===== config.mk =====
export PLATFORM = sky130hd
export DESIGN_NAME = geodesic_scalar_laplacian
export DESIGN_NICKNAME = d
export VERILOG_FILES = /design/src/hw/rtl/gsl_pkg.sv /design/src/hw/rtl/geodesic_scalar_laplacian.sv
export SDC_FILE = /design/constraint.sdc
export NUM_CORES = 2
export LEC_CHECK = 0
export ABC_AREA = 1
export BUFFER_PORTS_ARGS = -buffer_cell sky130_fd_sc_hd__buf_2
export CORE_ASPECT_RATIO = 0.9
export CORE_MARGIN = 2
export CORE_UTILIZATION = 40
export CTS_BUF_LIST = sky130_fd_sc_hd__clkbuf_4 sky130_fd_sc_hd__clkbuf_8
export DETAILED_ROUTE_END_ITERATION = 12
export PLACE_DENSITY = 0.51
export SYNTH_ARGS = -nofsm -noshare
export SYNTH_HDL_FRONTEND = slang
export SYNTH_SLANG_ARGS = --single-unit
export TNS_END_PERCENT = 10

===== constraint.sdc =====
create_clock -name clk -period 31.4 [get_ports clk]
set_clock_uncertainty 0.1 [all_clocks]
set_input_delay 3.14 -clock clk [delete_from_list [all_inputs] [get_ports clk]]
set_output_delay 3.14 -clock clk [all_outputs]
set_load 0.1 [all_outputs]

===== src/hw/rtl/gsl_pkg.sv =====
// Package for the geodesic scalar Laplacian block.
// Holds fixed-point constants and the sequencer state type.
// No dependencies.
package gsl_pkg;

  localparam int FRAC_BITS   = 16;
  localparam int VALUE_WIDTH = 32;
  localparam int WORD_W      = 32;
  localparam int DIV_STEPS   = WORD_W;
  localparam int CNT_W       = $clog2(DIV_STEPS);
  localparam int DMAG_W      = WORD_W + 1;

  localparam logic [WORD_W-1:0] SAT_POS = WORD_W'((64'd1 << (VALUE_WIDTH - 1)) - 64'd1);
  localparam logic [WORD_W-1:0] SAT_NEG = WORD_W'(64'd1 << (VALUE_WIDTH - 1));
  localparam logic [CNT_W-1:0]  CNT_LAST = CNT_W'(DIV_STEPS - 1);

  localparam logic [63:0] SUM_MAX = {1'b0, {63{1'b1}}};
  localparam logic [63:0] SUM_MIN = {1'b1, {63{1'b0}}};

  localparam logic [WORD_W-1:0] VISC_RESET = WORD_W'(65536);

  typedef enum logic [3:0] {
    ST_IDLE,
    ST_QSETUP,
    ST_QDIV,
    ST_QSAT,
    ST_QMUL,
    ST_QACC,
    ST_RABS,
    ST_RMUL0,
    ST_RMUL1,
    ST_RSUM,
    ST_RCHK,
    ST_RDIV,
    ST_RSAT
  } state_t;

endpackage


===== src/hw/rtl/geodesic_scalar_laplacian.sv =====
// A term beat runs setup, the divider (skipped when the quotient is zero or clips early),
// saturate, multiply and accumulate before the next accept; a last term adds the result states.
// Throughput is set by the shared 32-step radix-2 divider, used at most once per term and once per cell.
// One 32x32 multiplier is shared for the term product and the two result partial products.
// Reset (rst, synchronous): sequencer idle, running sum and clip flag cleared, output
// empty, viscosity back to 1.0.
//
// Top level: finite-volume scalar diffusion on a geodesic mesh, Q16.16.
// Depends on gsl_pkg.
module geodesic_scalar_laplacian (
  input  logic               clk,
  input  logic               rst,
  input  logic               viscosity_wr_en,
  input  logic        [31:0] viscosity_wr_data,
  input  logic               in_valid,
  output logic               in_ready,
  input  logic signed [31:0] center_value,
  input  logic signed [31:0] neighbor_value,
  input  logic        [31:0] node_distance,
  input  logic        [31:0] edge_length,
  input  logic        [31:0] cell_area,
  input  logic               last_term,
  output logic               out_valid,
  input  logic               out_ready,
  output logic signed [31:0] diffusion_value,
  output logic               saturated
);

  gsl_pkg::state_t state, state_next;

  logic [31:0] viscosity;
  logic [63:0] sum;
  logic        clip;

  logic                       dneg;
  logic [gsl_pkg::DMAG_W-1:0] dmag;
  logic [31:0]                node_dist;
  logic [31:0]                span_len;
  logic [31:0]                area;
  logic                       last;

  logic [31:0]                div_rem;
  logic [31:0]                div_q;
  logic [31:0]                div_d;
  logic [gsl_pkg::CNT_W-1:0]  cnt;

  logic [63:0] mul_p;
  logic [63:0] prod_lo;
  logic [63:0] rhi;
  logic        sneg;
  logic [63:0] smag;

  logic signed [32:0]         diff;
  logic [63:0]                dividend;
  logic                       q_fast;
  logic [32:0]                shifted;
  logic                       div_ge;
  logic [32:0]                sub_res;
  logic [31:0]                mul_a;
  logic [31:0]                mul_b;
  logic [63:0]                tmag;
  logic [64:0]                acc;
  logic                       acc_ovf;
  logic [31:0]                q_lim;
  logic [31:0]                r_lim;
  logic                       r_fast;
  logic                       r_zero;
  logic                       out_free;
  logic                       rclip;
  logic [31:0]                rmag;

  assign diff     = {neighbor_value[31], neighbor_value} - {center_value[31], center_value};
  assign dividend = 64'(dmag) << gsl_pkg::FRAC_BITS;
  assign q_fast   = (dmag == '0) || (dividend[63:32] >= node_dist);

  assign shifted  = {div_rem, div_q[31]};
  assign sub_res  = shifted - {1'b0, div_d};
  assign div_ge   = shifted >= {1'b0, div_d};

  assign tmag     = mul_p >> gsl_pkg::FRAC_BITS;
  assign acc      = dneg ? ({sum[63], sum} - {1'b0, tmag}) : ({sum[63], sum} + {1'b0, tmag});
  assign acc_ovf  = acc[64] != acc[63];

  assign q_lim    = dneg ? gsl_pkg::SAT_NEG : gsl_pkg::SAT_POS;
  assign r_lim    = sneg ? gsl_pkg::SAT_NEG : gsl_pkg::SAT_POS;
  assign r_zero   = (rhi == '0) && (prod_lo[31:0] == '0);
  assign r_fast   = r_zero || (rhi >= {32'd0, area});
  assign rclip    = div_q > r_lim;
  assign rmag     = rclip ? r_lim : div_q;
  assign out_free = !out_valid || out_ready;

  always_comb begin
    state_next = state;
    case (state)
      gsl_pkg::ST_IDLE:   if (in_valid) state_next = gsl_pkg::ST_QSETUP;
      gsl_pkg::ST_QSETUP: state_next = q_fast ? gsl_pkg::ST_QSAT : gsl_pkg::ST_QDIV;
      gsl_pkg::ST_QDIV:   if (cnt == gsl_pkg::CNT_LAST) state_next = gsl_pkg::ST_QSAT;
      gsl_pkg::ST_QSAT:   state_next = gsl_pkg::ST_QMUL;
      gsl_pkg::ST_QMUL:   state_next = gsl_pkg::ST_QACC;
      gsl_pkg::ST_QACC:   state_next = last ? gsl_pkg::ST_RABS : gsl_pkg::ST_IDLE;
      gsl_pkg::ST_RABS:   state_next = gsl_pkg::ST_RMUL0;
      gsl_pkg::ST_RMUL0:  state_next = gsl_pkg::ST_RMUL1;
      gsl_pkg::ST_RMUL1:  state_next = gsl_pkg::ST_RSUM;
      gsl_pkg::ST_RSUM:   state_next = gsl_pkg::ST_RCHK;
      gsl_pkg::ST_RCHK:   state_next = r_fast ? gsl_pkg::ST_RSAT : gsl_pkg::ST_RDIV;
      gsl_pkg::ST_RDIV:   if (cnt == gsl_pkg::CNT_LAST) state_next = gsl_pkg::ST_RSAT;
      gsl_pkg::ST_RSAT:   if (out_free) state_next = gsl_pkg::ST_IDLE;
      default:            state_next = gsl_pkg::ST_IDLE;
    endcase
  end

  always_comb begin
    in_ready = 1'b0;
    mul_a    = div_q;
    mul_b    = span_len;
    case (state)
      gsl_pkg::ST_IDLE: begin
        in_ready = 1'b1;
      end
      gsl_pkg::ST_RMUL0: begin
        mul_a = smag[31:0];
        mul_b = viscosity;
      end
      gsl_pkg::ST_RMUL1: begin
        mul_a = smag[63:32];
        mul_b = viscosity;
      end
      default: begin
        mul_a = div_q;
        mul_b = span_len;
      end
    endcase
  end

  always_ff @(posedge clk) begin
    if (rst) begin
      state     <= gsl_pkg::ST_IDLE;
      viscosity <= gsl_pkg::VISC_RESET;
      sum       <= '0;
      clip      <= 1'b0;
      out_valid <= 1'b0;
      cnt       <= '0;
    end else begin
      state <= state_next;
      if (viscosity_wr_en) viscosity <= viscosity_wr_data;
      if (state == gsl_pkg::ST_RSAT && out_free) begin
        out_valid <= 1'b1;
      end else if (out_ready) begin
        out_valid <= 1'b0;
      end

      case (state)
        gsl_pkg::ST_IDLE: begin
          if (in_valid) begin
            dneg      <= diff[32];
            dmag      <= diff[32] ? 33'd0 - 33'(diff) : 33'(diff);
            node_dist <= node_distance;
            span_len  <= edge_length;
            area      <= cell_area;
            last      <= last_term;
          end
        end
        gsl_pkg::ST_QSETUP: begin
          cnt <= '0;
          if (dmag == '0) begin
            div_q <= '0;
          end else if (dividend[63:32] >= node_dist) begin
            div_q <= '1;
          end else begin
            div_rem <= dividend[63:32];
            div_q   <= dividend[31:0];
            div_d   <= node_dist;
          end
        end
        gsl_pkg::ST_QDIV, gsl_pkg::ST_RDIV: begin
          div_rem <= div_ge ? sub_res[31:0] : shifted[31:0];
          div_q   <= {div_q[30:0], div_ge};
          cnt     <= cnt + 1'b1;
        end
        gsl_pkg::ST_QSAT: begin
          if (div_q > q_lim) begin
            div_q <= q_lim;
            clip  <= 1'b1;
          end
        end
        gsl_pkg::ST_QMUL: begin
          mul_p <= mul_a * mul_b;
        end
        gsl_pkg::ST_QACC: begin
          if (acc_ovf) begin
            sum  <= dneg ? gsl_pkg::SUM_MIN : gsl_pkg::SUM_MAX;
            clip <= 1'b1;
          end else begin
            sum <= acc[63:0];
          end
        end
        gsl_pkg::ST_RABS: begin
          sneg <= sum[63];
          smag <= sum[63] ? 64'd0 - sum : sum;
        end
        gsl_pkg::ST_RMUL0: begin
          mul_p <= mul_a * mul_b;
        end
        gsl_pkg::ST_RMUL1: begin
          prod_lo <= mul_p;
          mul_p   <= mul_a * mul_b;
        end
        gsl_pkg::ST_RSUM: begin
          rhi <= mul_p + {32'd0, prod_lo[63:32]};
        end
        gsl_pkg::ST_RCHK: begin
          cnt <= '0;
          if (r_zero) begin
            div_q <= '0;
          end else if (rhi >= {32'd0, area}) begin
            div_q <= '1;
          end else begin
            div_rem <= rhi[31:0];
            div_q   <= prod_lo[31:0];
            div_d   <= area;
          end
        end
        gsl_pkg::ST_RSAT: begin
          if (out_free) begin
            diffusion_value <= sneg ? 32'd0 - rmag : rmag;
            saturated       <= clip || rclip;
            sum             <= '0;
            clip            <= 1'b0;
          end
        end
        default: begin
          cnt <= '0;
        end
      endcase
    end
  end

endmodule


=== Word level (Yosys, flattened, before mapping) ===
Index checks and enable logic that the tools add are counted.

* Add/sub/neg operators: 9
* Multipliers: 1
* Order comparisons: 5
* Equal/unequal tests: 24
* Multiplexer cells: 46
* Bitwise gates (word level): 1
* Reductions and logical operators: 33

{| class="wikitable"
|+ Operators with widths
! operator !! count
|-
| $mux 32 || 20
|-
| $mux 64 || 3
|-
| $pmux 32 s2 || 2
|-
| $pmux 32 s4 || 1
|-
| $pmux 64 s2 || 1
|-
| $pmux 32 s3 || 1
|-
| $add 64x49->65 || 1
|-
| $mux 65 || 1
|-
| $sub 64x49->65 || 1
|-
| $add 64x32->64 || 1
|-
| $ge 64x32->1 || 1
|-
| $gt 32x32->1 || 2
|-
| $logic_not 64->1 || 1
|-
| $mul 32x32->64 || 1
|-
| $sub 1x64->64 const A || 1
|-
| $mux 63 || 1
|-
| $pmux 4 s13 || 1
|-
| $ge 33x32->1 || 1
|-
| $logic_not 33->1 || 1
|-
| $sub 1x33->33 const A || 1
|-
| $sub 32x32->33 || 1
|-
| $ge 17x32->1 || 1
|-
| $logic_not 32->1 || 1
|-
| $sub 1x32->32 const A || 1
|-
| other kinds (29) || 72
|}

* Flip-flop bits (word level): 624
* Bits of input ports: 198
* Output and inout port bits: 35
* Word-level logic and storage cells: 143

=== Longest topological paths before layout ===
* Word-level depth: 5
* Gate-level depth with buffers: 43
* Gate-level depth less buffers: 41

=== Worst setup path after synthesis ===
Ideal clock, no wire load.

* Path kind: in2reg
* Start: input port rst
* End: register area[0], enable pin
* Setup time: 942 ps
* Data arrival time: 15993 ps
* Required time: 30358 ps
* Slack: 14364 ps
* Stages: 3
* Path buffers: 2
* Cells stage by stage: buf_4 buf_4 nor4_1

* Cells in the longest elaborated chain, start to end: 2

{| class="wikitable"
|+ RTL lines
! what !! line !! text
|-
| from (decl) || geodesic_scalar_laplacian.sv:12 || <nowiki>input logic rst,</nowiki>
|-
| $not 1->1 (no line) || -- ||
|-
| $reduce_and 3->1 (no line) || -- ||
|-
| to (signal assigned) || geodesic_scalar_laplacian.sv:159 || <nowiki>area <= cell_area;</nowiki>
|-
| to (decl) || geodesic_scalar_laplacian.sv:39 || <nowiki>logic [31:0] area;</nowiki>
|}

No other way between the ends.
A chain may end at the register's enable or synchronous reset.

=== Worst setup path after layout ===
* Start: register state[3]
* End: register mul_p[54], data pin

* Cells in the longest elaborated chain, start to end: 4
* Elaborated cells between the ends (all ways): 6
* Those cells by class: 1 x mul; 2 x eq/ne; 2 x mux; 1 x reduce/logical

{| class="wikitable"
|+ RTL lines
! what !! line !! text
|-
| from (decl) || geodesic_scalar_laplacian.sv:29 || <nowiki>gsl_pkg::state_t state, state_next;</nowiki>
|-
| from (signal assigned) || geodesic_scalar_laplacian.sv:137 || <nowiki>state <= gsl_pkg::ST_IDLE;</nowiki>
|-
| from (signal assigned) || geodesic_scalar_laplacian.sv:144 || <nowiki>state <= state_next;</nowiki>
|-
| $eq 4x4->1 or $eq 4x3->1 (tied branches) || geodesic_scalar_laplacian.sv:116, geodesic_scalar_laplacian.sv:152 ||
|-
| $reduce_or 2->1 (no line) || -- ||
|-
| $mux 32 || geodesic_scalar_laplacian.sv:116 || <nowiki>case (state)</nowiki>
|-
| $mul 32x32->64 * || geodesic_scalar_laplacian.sv:187, geodesic_scalar_laplacian.sv:202, geodesic_scalar_laplacian.sv:206 ||
|-
| to (signal assigned) || geodesic_scalar_laplacian.sv:187 || <nowiki>mul_p <= mul_a * mul_b;</nowiki>
|-
| to (signal assigned) || geodesic_scalar_laplacian.sv:202 || <nowiki>mul_p <= mul_a * mul_b;</nowiki>
|-
| to (signal assigned) || geodesic_scalar_laplacian.sv:206 || <nowiki>mul_p <= mul_a * mul_b;</nowiki>
|-
| to (decl) || geodesic_scalar_laplacian.sv:47 || <nowiki>logic [63:0] mul_p;</nowiki>
|}

Mark *: on every way between the ends. The rest lies on a longest branch, timed or not.

==> summary.md <==
| Metric | Value |
|---|---|
| Worst-path fanout max | `63` |
| Final Core Density | `a little over two fifths` |
| DRT iter0 DRCs | `approximately 6300` |
| Finished Layout Cells | `between 10000 and 15000` |
| Vias per std cell | `~5.5` |
| Antenna violations before repair | `8` |
| Cts hold-fix bufs | `0` |
| Clk_lat worst skew | `0.94 ns` |
| Critical Path RT | `31.92 ns` |
| Placed instance count | `between 10000 and 15000` |
| # nets final | `about 11000` |
| Io pins | `~230` |
| Slew margin rel. | `16.16%` |
| ANT nets after route | `0` |
| Vias | `65410` |
| Initial Util | `between 40% and 50%` |
| Worst Setup Start Kind | `flop` |
| Final hold vios | `0` |
| Tcrit/Tclk final | `about a third` |
| Total iterations of the first detailed-routing run | `6` |
| Ys async rst share | `0%` |
| Cell Rows | `150` |
| EDFF count, synth | `~520` |
| # port buffers | `between 200 and 250` |
| CTS tree | `built` |
| Post-DP HPWL | `around 240 mm` |
| Clk pin slew, worst setup/hold paths | `approximately 0.06 ns` |
| Count of cell types in the netlist | `66` |
| Crit path DAT | `11.37 ns` |
| Final min period | `roughly 11 ns` |
| Overflow after GRT | `0` |
| Avg Inst Size Synth | `roughly 8.1 um^2` |
| Synth Flop Type | `edfxtp_1` |
| Synth top area share | `between 20% and 30%` |
| Top cells by area, synth | `fa_1, edfxtp_1, ha_1` |
| Slowest stage cell, crit path | `inv_1` |
| Setup bufs post-CTS | `0` |
| Commonest non-fill, non-tap cell in the layout | `inv_1` |
| Post-Route Setup TNS | `0 ns` |
| Vias in the first global route | `64590` |
| Max-slew violations | `0` |
| Setup Crit Path Kind | `flop to flop` |
| Hold Crit Class | `flop to flop` |
| Clock buffer depth | `3` |
| RSZ-0062 raised after global routing | `false` |
| Core area | `between 0.15 and 0.2 mm^2` |
| Crit path largest cell delay | `approximately 0.96 ns` |
| Resized cells post-CTS | `0` |
| Die height | `414.3 um` |
| GR Util All Layers | `a little under a third` |
| Syn-to-layout area delta | `8.851%` |
| Synthesized instance count | `between 9000 and 10000` |
| Crit path top cell by count | `fa_1` |
| Cell area after synthesis | `0.07482 mm^2` |
| H-tree depth | `3` |
| Largest net degree at the start of global routing | `74` |
| CTS buffer count | `112` |
| Ratio of cells with drive above 1 in the final layout | `roughly 7.1%` |
| CTS Sinks | `around 620` |
| Net Count, Synth | `between 10000 and 15000` |
| Yosys top cell by area | `fa_1` |
| DR DRC count | `0` |
| Total of max-cap violations | `0` |
| Post-synthesis sequential area ratio | `23.61%` |
| Yosys Warn Count | `0` |
| Routability cong. | `slightly below 1` |
| Run status | `finished clean` |
| WL final | `about 300 mm` |
| Tightest Pin Transition | `around 1.3 ns` |
| Root buffer cell | `clkbuf_8` |
| Final setup fails | `0` |
| Setup crit end kind | `flop` |
| Most frequent cells in the layout | `inv_1, nand2_1, nor2_1` |
| Die area | `0.1905 mm^2` |
| Global-route wire length before repair | `434.2 mm` |
| Routed length per placed instance | `approximately 25 um` |
| FMAX | `about 92 MHz` |
| Die Wd | `about 460 um` |
| Hold Worst Slack | `~0.37 ns` |
| #FFs+latches synth | `about 620` |
==> final cells by class <==
type / instances / area [um^2]
antenna: 4 / 10.01
clock buffer: 145 / 1802
clock inverter: 64 / 798.3
fill: 18740 / 104400
inverter: 1702 / 6389
multi-input combinational: 6615 / 49700
sequential: 624 / 17670
tap: 2432 / 3043
timing repair buffer: 348 / 2034
==> stage by stage <==
step	instance area, um^2	setup slack (ns)
after floorplan	74820	14.36
after global placement	78830	20.83
after detailed placement	78830	20.86
after CTS	81430	20.74
after global routing	81440	20.07
final	81440	20.55
==> cell usage after synthesis (6+ instances only) <==
library cell / n
clkinv_1: 12
ha_1: 542
o21a_1: 45
nor2_2: 8
nand3b_1: 25
buf_2: 90
nor3_1: 94
nand2_2: 8
buf_1: 13
o21bai_1: 20
a21oi_1: 481
o21ai_2: 20
inv_2: 16
xor2_1: 218
fa_1: 900
inv_1: 1674
a211oi_1: 6
clkbuf_1: 168
o21ai_0: 356
nand3_1: 436
a22o_1: 32
buf_6: 10
o31ai_1: 6
o211ai_1: 27
a21o_1: 23
xnor2_1: 119
o21ai_1: 21
or2_2: 11
a31oi_1: 47
dfxtp_1: 107
nand4_1: 77
and3_1: 6
a21boi_1: 7
nand2_1: 1667
a21boi_0: 11
a21oi_2: 9
nor2_1: 1270
nor4_1: 74
buf_4: 9
a221oi_1: 7
edfxtp_1: 517
==> sequential cells by signal, indices dropped and copies added, names as in the netlist <==
register         count
dneg                 1
sneg                 1
div_q               32
div_rem             32
area                32
sum                 64
rhi                 64
diffusion_value     32
viscosity           32
cnt                  5
state                4
mul_p               64
clip                 1
node_dist           32
last                 1
out_valid            1
span_len            32
prod_lo             64
div_d               32
dmag                33
smag                64
saturated            1
==> layer usage <==
| layer | vias up | part of all wire (%) | global-route usage (%) |
|---|---|---|---|
| met2 | 2751 | 45 | 48.43 |
| met5 | - | 0.021 | 0 |
| li1 | 29570 | - | - |
| met4 | 10 | 4.5 | 11.99 |
| met3 | 519 | 7.8 | 5.516 |
| met1 | 32570 | 43 | 42.64 |
==> final timing paths <==
kind / cells after the start / end / start / slack (ns)
setup / recovery: 33 / mul_p[54] / state[3] / 20.55
hold / removal: 1 / rhi[0] / prod_lo[32] / 0.37
setup reg to reg: 33 / mul_p[54] / state[3] / 20.55
hold reg to reg: 1 / rhi[0] / prod_lo[32] / 0.37
==> critical path: cells and delay by family, from the launching register on <==
family / cells / cell delay, ns
flip-flops: 1 / 0.35
AO/OA/AOI/OAI: 4 / 1.62
buffers and inverters: 10 / 2.50
adder cells (fa/ha/maj): 9 / 4.34
AND/OR/NAND/NOR: 10 / 1.50
==> cell families after synthesis <==
| group | count (synthesis) | share of synthesized area (%) |
|---|---|---|
| buf+inv | 1995 | 10.31 |
| simple gates | 3700 | 20.37 |
| flops | 624 | 23.61 |
| fa+ha+maj | 1442 | 33.14 |
| compound gates | 1135 | 8.590 |
| xor+xnor | 338 | 3.967 |
Power is left out: the tool's default activity adds up to more than one toggle a clock period on the data nets, which glitch-free logic cannot reach.
